==> config.mk <==
export PLATFORM = sky130hd
export DESIGN_NAME = sphpf_divsqrt
export DESIGN_NICKNAME = d
export VERILOG_FILES = /design/src/sphpf_pkg.sv /design/src/sphpf_divsqrt.sv
export SDC_FILE = /design/constraint.sdc
export NUM_CORES = 1
export LEC_CHECK = 0
export BUFFER_PORTS_ARGS = -buffer_cell sky130_fd_sc_hd__buf_4
export CAP_MARGIN = 40
export CORE_UTILIZATION = 50
export DETAILED_ROUTE_END_ITERATION = 8
export PLACE_DENSITY = 0.72
export SYNTH_ARGS = -nofsm -noshare
export SYNTH_HDL_FRONTEND = slang
export SYNTH_SLANG_ARGS = --single-unit
export TNS_END_PERCENT = 30
==> constraint.sdc <==
create_clock -name clock -period 4.38 [get_ports clock]
set_input_delay 0.657 -clock clock [delete_from_list [all_inputs] [get_ports clock]]
set_output_delay 0.657 -clock clock [all_outputs]
set_load 0.02 [all_outputs]
==> src/sphpf_pkg.sv <==
// shared types, constants and fixed-point helpers for the sph pressure force block
package sphpf_pkg;

   localparam int Q_SHIFT = 24;
   localparam int MUL_W   = 34;
   localparam int PROD_W  = 2 * MUL_W;

   localparam logic [1:0] CSR_RADIUS = 2'd0;
   localparam logic [1:0] CSR_TARGET = 2'd1;
   localparam logic [1:0] CSR_GAIN   = 2'd2;

   localparam logic signed [31:0] S32_MAX = 32'sh7FFF_FFFF;
   localparam logic signed [31:0] S32_MIN = 32'sh8000_0000;

   // command from the sequencer to the iterative unit
   typedef struct packed {
      logic start;
      logic is_sqrt;
   } ds_cmd_type;

   // status back from the iterative unit
   typedef struct packed {
      logic        done;
      logic [31:0] result;
   } ds_stat_type;

   // q7.24 product: floor shift by the fraction bits, then clamp to 32 bits
   function automatic logic signed [31:0] qsat(input logic signed [PROD_W-1:0] p);
      logic signed [PROD_W-1:0] sh;
      sh = p >>> Q_SHIFT;
      if (sh > PROD_W'(S32_MAX))
         return S32_MAX;
      else if (sh < PROD_W'(S32_MIN))
         return S32_MIN;
      else
         return sh[31:0];
   endfunction

   // clamp a 49-bit sum to 48 bits signed
   function automatic logic signed [47:0] sat48(input logic signed [48:0] v);
      if (v > 49'sh0_7FFF_FFFF_FFFF)
         return 48'sh7FFF_FFFF_FFFF;
      else if (v < -49'sh0_8000_0000_0000)
         return 48'sh8000_0000_0000;
      else
         return v[47:0];
   endfunction

   // clamp a 48-bit sum to 32 bits signed
   function automatic logic signed [31:0] sat32(input logic signed [47:0] v);
      if (v > 48'(S32_MAX))
         return S32_MAX;
      else if (v < 48'(S32_MIN))
         return S32_MIN;
      else
         return v[31:0];
   endfunction

endpackage

==> src/sphpf_divsqrt.sv <==
// shared iterative unit: restoring square root (2 bits a step) or division (1 bit a step)
module sphpf_divsqrt (
   input  logic                  clock,
   input  logic                  reset,
   input  sphpf_pkg::ds_cmd_type cmd,
   input  logic [63:0]           operand,
   input  logic [30:0]           divisor,
   output sphpf_pkg::ds_stat_type stat
);
   import sphpf_pkg::*;

   logic [63:0] src_ff, src_in;
   logic [33:0] rem_ff, rem_in;
   logic [31:0] res_ff, res_in;
   logic [30:0] dvs_ff, dvs_in;
   logic [4:0]  cnt_ff, cnt_in;
   logic        busy_ff, busy_in;
   logic        sqrt_ff, sqrt_in;
   logic        done_ff, done_in;
   logic [33:0] sh, trial;
   logic        ge;

   // one step of the shared compare and subtract
   always_comb begin
      sh    = sqrt_ff ? {rem_ff[31:0], src_ff[63:62]} : {rem_ff[32:0], src_ff[63]};
      trial = sqrt_ff ? {res_ff[31:0], 2'b01} : {3'b000, dvs_ff};
      ge    = (sh >= trial);
   end

   // sequencing of the iterations
   always_comb begin
      src_in  = src_ff;
      rem_in  = rem_ff;
      res_in  = res_ff;
      dvs_in  = dvs_ff;
      cnt_in  = cnt_ff;
      busy_in = busy_ff;
      sqrt_in = sqrt_ff;
      done_in = 1'b0;
      if (cmd.start) begin
         busy_in = 1'b1;
         sqrt_in = cmd.is_sqrt;
         dvs_in  = divisor;
         res_in  = '0;
         if (cmd.is_sqrt) begin
            src_in = {operand[61:0], 2'b00};
            rem_in = '0;
            cnt_in = 5'd30;
         end else begin
            src_in = {operand[31:0], 32'd0};
            rem_in = {2'b00, operand[63:32]};
            cnt_in = 5'd31;
         end
      end else if (busy_ff) begin
         rem_in = ge ? (sh - trial) : sh;
         res_in = {res_ff[30:0], ge};
         src_in = sqrt_ff ? {src_ff[61:0], 2'b00} : {src_ff[62:0], 1'b0};
         cnt_in = cnt_ff - 5'd1;
         if (cnt_ff == 5'd0) begin
            busy_in = 1'b0;
            done_in = 1'b1;
         end
      end
   end

   always_ff @(posedge clock) begin
      if (reset) begin
         busy_ff <= 1'b0;
         done_ff <= 1'b0;
      end else begin
         busy_ff <= busy_in;
         done_ff <= done_in;
      end
      src_ff  <= src_in;
      rem_ff  <= rem_in;
      res_ff  <= res_in;
      dvs_ff  <= dvs_in;
      cnt_ff  <= cnt_in;
      sqrt_ff <= sqrt_in;
   end

   assign stat.done   = done_ff;
   assign stat.result = res_ff;

endmodule

==> results of run 1 <==
[state kept, by name, summed over array words and instances, names as in the netlist]
name and count:
rem_ff 33, busy_ff 1, done_ff 1, cnt_ff 5
dvs_ff 31, src_ff 62, sqrt_ff 1, res_ff 32
[report_power, final]
group | internal (mW) | switching [mW] | leakage [nW]
logic | 1.39 | 1.89 | 3.02
registers | 2.04 | 0.127 | 1.61
clock network | 0.959 | 0.672 | 0.298
[worst max path at each step]
stage | startpoint | to | slack [ns] | depth (start not counted)
2_1_floorplan | sqrt_ff$_DFFE_PP_ | rem_ff[29]$_DFFE_PP_ | 0.09 | 15
3_3_place_gp | sqrt_ff$_DFFE_PP_ | rem_ff[14]$_DFFE_PP_ | 0.49 | 13
3_5_place_dp | sqrt_ff$_DFFE_PP_ | rem_ff[0]$_DFFE_PP_ | 0.45 | 11
4_1_cts | sqrt_ff$_DFFE_PP_ | rem_ff[0]$_DFFE_PP_ | 0.42 | 11
5_1_grt | sqrt_ff$_DFFE_PP_ | rem_ff[23]$_DFFE_PP_ | 0.06 | 11
6_report | sqrt_ff$_DFFE_PP_ | rem_ff[2]$_DFFE_PP_ | 0.37 | 13
[per-layer routing]
layer  part of all wire, %  GRT usage [%]
met4                   1.7           7.59
met1                    44           33.0
met5                     0              0
met2                    50           42.6
met3                   4.0           4.21
[through the flow]
step                setup slack (ns)  std cells  hold slack [ns]
floorplan                     0.0896        961            0.537
global placement               0.492       1309            0.511
global route                  0.0559       1343            0.364
CTS                            0.423       1343            0.364
finish                         0.365       1343            0.376
detailed placement             0.453       1311            0.527
[layout make-up]
class | instances | area share, %
multi-input combinational | 719 | 43.2
sequential | 166 | 38.6
timing repair buffer | 146 | 9.78
clock buffer | 17 | 3.54
tap | 265 | 2.76
clock inverter | 15 | 1.66
inverter | 15 | 0.468
[cell usage in the layout, fill, tap and decap left out, types with 4 or more instances in the layout]
cell | synthesis | final
mux2i_1 | 143 | 143
buf_4 | 2 | 140
o21bai_1 | 6 | 6
o21a_1 | 4 | 4
a21oi_1 | 76 | 76
o21ai_1 | 23 | 23
dfxtp_1 | 34 | 33
bufinv_16 | 0 | 4
o31ai_1 | 6 | 6
and2_1 | 5 | 5
nand2b_1 | 4 | 4
a21o_1 | 15 | 15
nor3b_1 | 4 | 4
nand4_1 | 7 | 7
ha_1 | 36 | 36
or3_1 | 4 | 4
xor2_1 | 10 | 10
nor2b_1 | 38 | 38
nor2_1 | 65 | 64
and3_1 | 6 | 6
a211o_1 | 5 | 5
inv_1 | 15 | 15
a211oi_1 | 36 | 36
mux2_2 | 32 | 32
nand3_1 | 12 | 12
o21ai_0 | 40 | 40
xnor2_1 | 14 | 14
nor3_1 | 6 | 6
edfxtp_1 | 132 | 132
nand2_1 | 77 | 77
inv_6 | 0 | 4
o211ai_1 | 4 | 4
clkbuf_16 | 0 | 17
[logic make-up (layout without fill, tap and decap cells)]
family	count (synthesis)	after routing	synth area share, %
AO/OA/AOI/OAI	244	244	15.6
XOR/XNOR	24	24	2.07
adder cells (fa/ha/maj)	37	37	4.63
buffers and inverters	76	193	3.25
flip-flops	166	166	45.7
multiplexers	175	175	17.6
AND/OR/NAND/NOR	239	239	11.2
==> results.yml, run 1 <==
grt:
  overflow: 0
  grt_max_degree: 93
  grt_antenna_before_repair: 0
  grt_pass1_vias: 7551
  grt.total_usage_pct: 25.2
  grt_first_pass_wirelength_um: 39900
logic_synthesis:
  synth.distinct_cells: 64
  synth_edf_count: 132
  avgSynthCellArea_um2: 10.6
  synth.top_cell.area_share_pct: 39.0
  synth_largest_area_cell: "edfxtp_1"
  yosys_warnings: 0
  synthMostInstantiatedCell: "mux2i_1"
  synth_ff_type: "edfxtp_1"
  ys_seq_elements: 166
  synthArstFlopShare_pct: 0
  synth_fp_nets: 1097
  netlist_instances: 961
  syn_area_mm2: 0.0102
  synth_area_leaders: "edfxtp_1 39%, mux2i_1 14%, dfxtp_1 6.7%"
  synth.top_cells.by_count: "143 x mux2i_1, 132 x edfxtp_1, 77 x nand2_1, 76 x a21oi_1, 65 x nor2_1"
  ys_seq_area_share_pct: 45.7
timing:
  post-route-period-util_pct: 91.7
  relSlewSlack_pct: 42.8
  rsz0062_at_grt: "no"
  worstMarginPinSlew_ns: 0.858
  hold_viol_final: 0
  drv_slew: 0
  skew_ns: 0.00859
  fmax_mhz: 249
  finalSetupViolCount: 0
  tns_ns: 0
  period_needed_ns: 4.01
power_and_ir_drop:
  ir_worst_vdd_mv: 0.336
  p_per_area_mw_per_mm2: 589
  total_power_mw: 7.08
  leakage_nw: 4.92
cells_and_area:
  multiInputGateArea_mm2: 0.00520
  drive_above_1_share_pct: 20.3
  finish.utilization_pct: 61.0
  syn2layout_area_growth_pct: 18.4
  diodes: 0
  ff_latch_area_mm2: 0.00465
  finalInstanceArea_mm2: 0.0120
  nFillCells: 1693
  num-nets-final: 1201
critical_path:
  crit_required_ns: 4.55
  reg2reg_depth: 13
  crit_family: "simple AND/OR/NAND/NOR gates"
  reg2reg_slack_ns: 0.37
  cp_data_arrival_time_ns: 4.19
  worst_path_largest_cell_delay_ns: 0.53
  worstSetupStartpointType: "register"
  crit_type: "reg -> reg"
  r2r_start: "sqrt_ff$_DFFE_PP_"
  end_kind: "register"
  crit_chain: "buf_12, buf_4, mux2i_1, ha_1, nand3_1, or4_1, nor3_1, nand4_1, nand3_1, a31o_1, buf_12, mux2i_1, o21ai_1"
  worstReg2RegEnd: "rem_ff[2]$_DFFE_PP_"
  cp_slowest_cell: "or4_1"
  crit_buf_inv: 3
  critPathMaxFanout: 43
worst_hold_path:
  hold_depth: 2
  worst_hold_path.endpoint: "busy_ff$_SDFF_PP0_"
  hp-class: "in -> reg"
  min_from: "reset"
clocking:
  ctsResizeCount: 0
  ctsHtreeMaxLevel: 4
  clk_latency_ns: 0.44
  post-cts-setup-buffers: 0
  clockBufferDepth: 2
  cts_hold_buf: 0
  clockRootBuffer: "clkbuf_16"
  clk_pin_slew_ns: 0.07
  tritoncts: "yes"
  cts_sinks: 166
  cts_made_buffers: 17
detailed_routing:
  drc: 0
  wirelength_um: 25400
  dr.first_iter.drc_count: 547
  viasPerCell: 5.81
  vias: 7804
  wl_per_cell_um: 18.9
  antenna_left: 0
  dr.pass1.iters: 5
floorplanning:
  ioPinCount: 132
  die_area_mm2: 0.0209
  start_util_pct: 51.6
  dieHeight_um: 145
  rows: 51
  die_x_um: 145
  coreArea_mm2: 0.0197
outcome:
  status: "completed"
placement:
  portBuffers: 131
  globalplace.congestion: 0.964
  dpl_cell_area_mm2: 0.0114
  hpwl_um: 17800
job:
  maxCapViolations: 0
(Power assumes the default switching activity.)
==> inputs of run 2 (changes only) <==
CORE_ASPECT_RATIO = 1.1   (was unset)
==> run 2 against run 1 <==
  * Core utilization is 0.99 points lower
  * Worst setup slack worse by 0.00084 ns
  * Hold slack better by 0.019 ns
  * Maximum frequency hardly changed
  * Combinational power is 2% lower
  * Critical path depth is 2 lower
  * Wire length is 2.0% lower
  * Clock power is 12% lower
==> results.yml, run 2 (synthesis results as in run 1) <==
cells_and_area:
  max_flop_register: "src_ff"
  multiInputGateArea_mm2: 0.00520
  layout_common_cells: "143 x mux2i_1, 140 x buf_4, 132 x edfxtp_1, 77 x nand2_1, 76 x a21oi_1"
  num-nets-final: 1200
  nFillCells: 1723
  largest_reg_flops: 62
  finalInstanceArea_mm2: 0.0119
  mostFrequentLayoutCell: "mux2i_1"
  ff_latch_area_mm2: 0.00465
  drive_above_1_share_pct: 20.2
  syn2layout_area_growth_pct: 17.3
  diodes: 0
  reg.largest.list: "src_ff (62), rem_ff (33), res_ff (32)"
grt:
  grt.total_usage_pct: 24.3
  overflow: 0
  grt_pass1_vias: 7635
  grt_max_degree: 93
  grt_antenna_before_repair: 0
  grt_first_pass_wirelength_um: 38900
detailed_routing:
  viasPerCell: 5.89
  drc: 0
  dr.first_iter.drc_count: 636
  wl_per_cell_um: 18.7
  antenna_left: 0
  dr.pass1.iters: 5
  wirelength_um: 24800
  vias: 7825
timing:
  relSlewSlack_pct: 50.0
  worstMarginPinSlew_ns: 0.750
  skew_ns: 0.0137
  post-route-period-util_pct: 91.7
  finalSetupViolCount: 0
  period_needed_ns: 4.02
  timing.hold.ws_ns: 0.394
  drv_slew: 0
  rsz0062_at_grt: "no"
  hold_viol_final: 0
  fmax_mhz: 249
  tns_ns: 0
placement:
  dpl_cell_area_mm2: 0.0114
  globalplace.congestion: 0.875
  portBuffers: 131
  hpwl_um: 17800
clocking:
  tritoncts: "yes"
  cts_hold_buf: 0
  clk_pin_slew_ns: 0.06
  clk_latency_ns: 0.43
  cts_made_buffers: 17
  cts_sinks: 166
  ctsResizeCount: 0
  clockBufferDepth: 2
  clockRootBuffer: "clkbuf_16"
  ctsHtreeMaxLevel: 4
  post-cts-setup-buffers: 0
floorplanning:
  die_x_um: 138
  rows: 54
  coreArea_mm2: 0.0199
  die_area_mm2: 0.0209
  ioPinCount: 132
  dieHeight_um: 152
  start_util_pct: 51.2
critical_path:
  worst_path_largest_cell_delay_ns: 0.57
  crit_buf_inv: 1
  end_kind: "register"
  crit_type: "reg -> reg"
  critPathMaxFanout: 62
  crit_family: "compound AO/OA/AOI/OAI gates"
  crit_chain: "buf_12, mux2_2, ha_1, nor2b_1, o31a_1, o41ai_4, a211o_1, a21oi_2, a31oi_4, mux2i_1, a22o_1"
  cp_slowest_cell: "a31oi_4"
  cp_data_arrival_time_ns: 4.19
  worstSetupStartpointType: "register"
  crit_required_ns: 4.55
power_and_ir_drop:
  pwr-share-clk_pct: 21.0
  leakage_nw: 4.89
  p_sw_share_pct: 38.2
  ir_worst_vdd_mv: 0.351
  p_sw_mw: 2.60
  p_comb_share_pct: 47.0
  p_per_area_mw_per_mm2: 570
  cellInternalPower_mw: 4.20
  p_seq_share_pct: 32.0
job:
  maxCapViolations: 0
outcome:
  status: "completed"
worst_hold_path:
  hp-class: "in -> reg"
run 2: path summary, 6_finish.rpt:
path | startpoint | end | slack (ns) | cells after the start
max reg2reg | sqrt_ff$_DFFE_PP_ | rem_ff[1]$_DFFE_PP_ | 0.36 | 11
min | reset | busy_ff$_SDFF_PP0_ | 0.39 | 2
min reg2reg | res_ff[31]$_SDFFE_PP0P_ | res_ff[31]$_SDFFE_PP0P_ | 0.54 | 2
max | sqrt_ff$_DFFE_PP_ | rem_ff[1]$_DFFE_PP_ | 0.36 | 11
run 2: through the flow:
stage                     setup slack, ns  utilization, %  std cells  power [mW]
after floorplan                    0.0896               -        961        4.68
after global placement              0.513            57.0       1295        5.30
after detailed placement            0.413            57.2       1297        5.35
after CTS                           0.395            60.0       1329        6.77
after global routing                0.139            60.0       1329        7.22
final                               0.364            60.0       1329        6.80
run 2: final cells by class:
type,instances,area share [%]
clock buffers,18,3.60
clock inverters,14,1.06
inverters,15,0.472
multi-input cells,719,43.6
flip-flops and latches,166,38.9
well taps,252,2.64
repair buffers,145,9.70
run 2: power by group through the flow:
stage | Clock [mW] | Combinational, mW | Sequential (mW)
global route | 1.51 | 3.51 | 2.20
finish | 1.43 | 3.20 | 2.17
global placement | 0 | 3.11 | 2.20
detailed placement | 0 | 3.15 | 2.20
floorplan | 0 | 2.54 | 2.15
CTS | 1.44 | 3.16 | 2.17
run 2: routing by layer:
metal | wire [um] | vias up | track usage (%)
li1 | - | 3815 | -
met1 | 11100 | 3756 | 32.0
met2 | 12100 | 214 | 40.6
met3 | 1020 | 40 | 3.36
met4 | 665 | 0 | 9.18
met5 | 0 | - | 0
run 2: worst reg2reg max path, cell delays in order (launching register included):
cell	delay, ns
edfxtp_1	0.40
buf_12	0.35
mux2_2	0.41
ha_1	0.36
nor2b_1	0.16
o31a_1	0.30
o41ai_4	0.46
a211o_1	0.28
a21oi_2	0.13
a31oi_4	0.57
mux2i_1	0.16
a22o_1	0.19
==> inputs of run 3 (changes only) <==
ABC_AREA = 1   (was unset)
==> run 3 against run 2 <==
  * Count of clock-buffer cells in the layout shrank 1
  * Via count grew 27%
  * First-iteration DRC count grew 21%
  * Clock skew shrank 0.0032 ns
  * Wire length grew 18%
  * Highest routed layer unchanged
==> results.yml, run 3 <==
grt:
  grt_antenna_before_repair: 1
  grt_max_degree: 130
  grt_pass1_vias: 9191
  overflow: 0
  grt.total_usage_pct: 27.0
  grt_first_pass_wirelength_um: 46700
timing:
  tns_ns: 0
  worstMarginPinSlew_ns: 0.749
  hold_viol_final: 0
  relSlewSlack_pct: 50.0
  period_needed_ns: 3.82
  fmax_mhz: 262
  drv_slew: 0
  post-route-period-util_pct: 87.3
  finalSetupViolCount: 0
  skew_ns: 0.0105
  setup_ws_ns: 0.557
  rsz0062_at_grt: "no"
power_and_ir_drop:
  pwr-share-clk_pct: 25.1
  cellInternalPower_mw: 3.75
  leakage_nw: 5.93
  p_comb_share_pct: 41.2
  p_seq_share_pct: 33.7
  p_per_area_mw_per_mm2: 483
  p_sw_mw: 2.39
  p_sw_share_pct: 38.9
  ir_worst_vdd_mv: 0.332
detailed_routing:
  viasPerCell: 5.37
  vias: 9932
  dr.pass1.iters: 7
  wirelength_um: 29300
  drc: 0
  wl_per_cell_um: 15.8
  dr.first_iter.drc_count: 771
  antenna_left: 0
critical_path:
  worstSetupStartpointType: "register"
  reg2reg_slack_ns: 0.56
  end_kind: "register"
  cp_slowest_cell: "inv_2"
  crit_chain: "inv_2, or2_2, o21ai_0, inv_1, ha_1, nand2_1, nor2_1, nand2_1, nor2_1, nand2_1, nand3_2, nor2_4, buf_4, nand3_1, nand3_1, o21ai_1"
  worst_path_largest_cell_delay_ns: 0.58
  crit_buf_inv: 3
  crit_required_ns: 4.56
  critPathMaxFanout: 52
  cpMostUsedCell: "nand2_1"
  crit_family: "simple AND/OR/NAND/NOR gates"
  cp_data_arrival_time_ns: 4.00
  crit_type: "reg -> reg"
logic_synthesis:
  synth.top_cells.by_count: "367 x nand2_1, 239 x inv_1, 132 x edfxtp_1, 131 x nor2_1, 116 x nand3_1"
  ys_seq_area_share_pct: 42.4
  syn_area_mm2: 0.0109
  synth_area_leaders: "edfxtp_1 36%, nand2_1 13%, inv_1 8.2%"
  ys_seq_elements: 166
  synth.top_cell.area_share_pct: 36.2
  synth_edf_count: 132
  synth_fp_nets: 1593
  synth_ff_type: "edfxtp_1"
  synthMostInstantiatedCell: "nand2_1"
  synth.distinct_cells: 40
  avgSynthCellArea_um2: 7.51
  netlist_instances: 1457
  synthArstFlopShare_pct: 0
  synth_largest_area_cell: "edfxtp_1"
  yosys_warnings: 0
floorplanning:
  rows: 56
  start_util_pct: 51.2
  ioPinCount: 132
  die_area_mm2: 0.0225
  die_x_um: 143
  coreArea_mm2: 0.0214
  dieHeight_um: 157
placement:
  place_ws_ns: 0.644
  hpwl_um: 21500
  portBuffers: 131
  globalplace.congestion: 0.952
outcome:
  status: "completed"
clocking:
  ctsResizeCount: 0
  clk_pin_slew_ns: 0.07
  cts_made_buffers: 17
  clockRootBuffer: "clkbuf_16"
  clk_latency_ns: 0.43
  cts_hold_buf: 0
  ctsHtreeMaxLevel: 4
  cts_sinks: 166
  post-cts-setup-buffers: 0
  tritoncts: "yes"
  clockBufferDepth: 2
cells_and_area:
  diodes: 0
  syn2layout_area_growth_pct: 16.0
  max_flop_register: "src_ff"
  drive_above_1_share_pct: 15.5
  layout_common_cells: "367 x nand2_1, 238 x inv_1, 140 x buf_4, 132 x edfxtp_1, 130 x nor2_1"
  reg.largest.list: "src_ff (62), rem_ff (33), res_ff (32)"
  num-nets-final: 1686
  mostFrequentLayoutCell: "nand2_1"
  largest_reg_flops: 62
job:
  maxCapViolations: 0
worst_hold_path:
  hp-class: "in -> reg"
[run 3: per-stage QoR]
step	cell area [um2]	cells	hold slack, ns	power, mW	utilization (%)
4_1_cts	12700	1850	0.386	6.12	59.5
6_report	12700	1850	0.394	6.14	59.5
2_1_floorplan	11000	1457	0.467	3.93	-
3_3_place_gp	12100	1819	0.478	4.54	56.5
5_1_grt	12700	1850	0.389	6.55	59.5
3_5_place_dp	12100	1821	0.486	4.57	56.7
[run 3: cell families (layout without fill, tap and decap cells)]
group                    after synthesis  count (layout)  share of synthesized area [%]
adder cells (fa/ha/maj)               37              37                           4.30
AND/OR/NAND/NOR                      706             706                           27.9
flip-flops                           166             166                           42.4
AO/OA/AOI/OAI                        222             222                           12.9
XOR/XNOR                              15              15                           1.20
buffers and inverters                311             414                           11.2
[run 3: area by class of cell]
type | count | area (um2)
clock buffers | 17 | 425
well taps | 290 | 363
multi-input cells | 980 | 5080
repair buffers | 144 | 1130
inverters | 241 | 905
fillers | 2005 | 8660
flip-flops and latches | 166 | 4640
clock inverters | 12 | 155
[run 3: power groups by stage]
stage | registers [mW] | logic (mW) | clock network [mW]
floorplan | 2.07 | 1.86 | 0
global placement | 2.09 | 2.44 | 0
detailed placement | 2.10 | 2.47 | 0
CTS | 2.06 | 2.50 | 1.56
global route | 2.09 | 2.86 | 1.61
finish | 2.07 | 2.53 | 1.54
[run 3: layer usage]
metal	track usage, %	wire length [um]
met5	0	0
met1	37.9	13300
met3	4.17	2030
met4	8.04	565
met2	43.0	13400
[run 3: final timing paths]
kind                            from                 endpoint  cells after the start
max                sqrt_ff$_DFFE_PP_      rem_ff[5]$_DFFE_PP_                     16
max reg2reg        sqrt_ff$_DFFE_PP_      rem_ff[5]$_DFFE_PP_                     16
min                            reset       done_ff$_SDFF_PP0_                      2
min reg2reg  res_ff[31]$_SDFFE_PP0P_  res_ff[31]$_SDFFE_PP0P_                      2
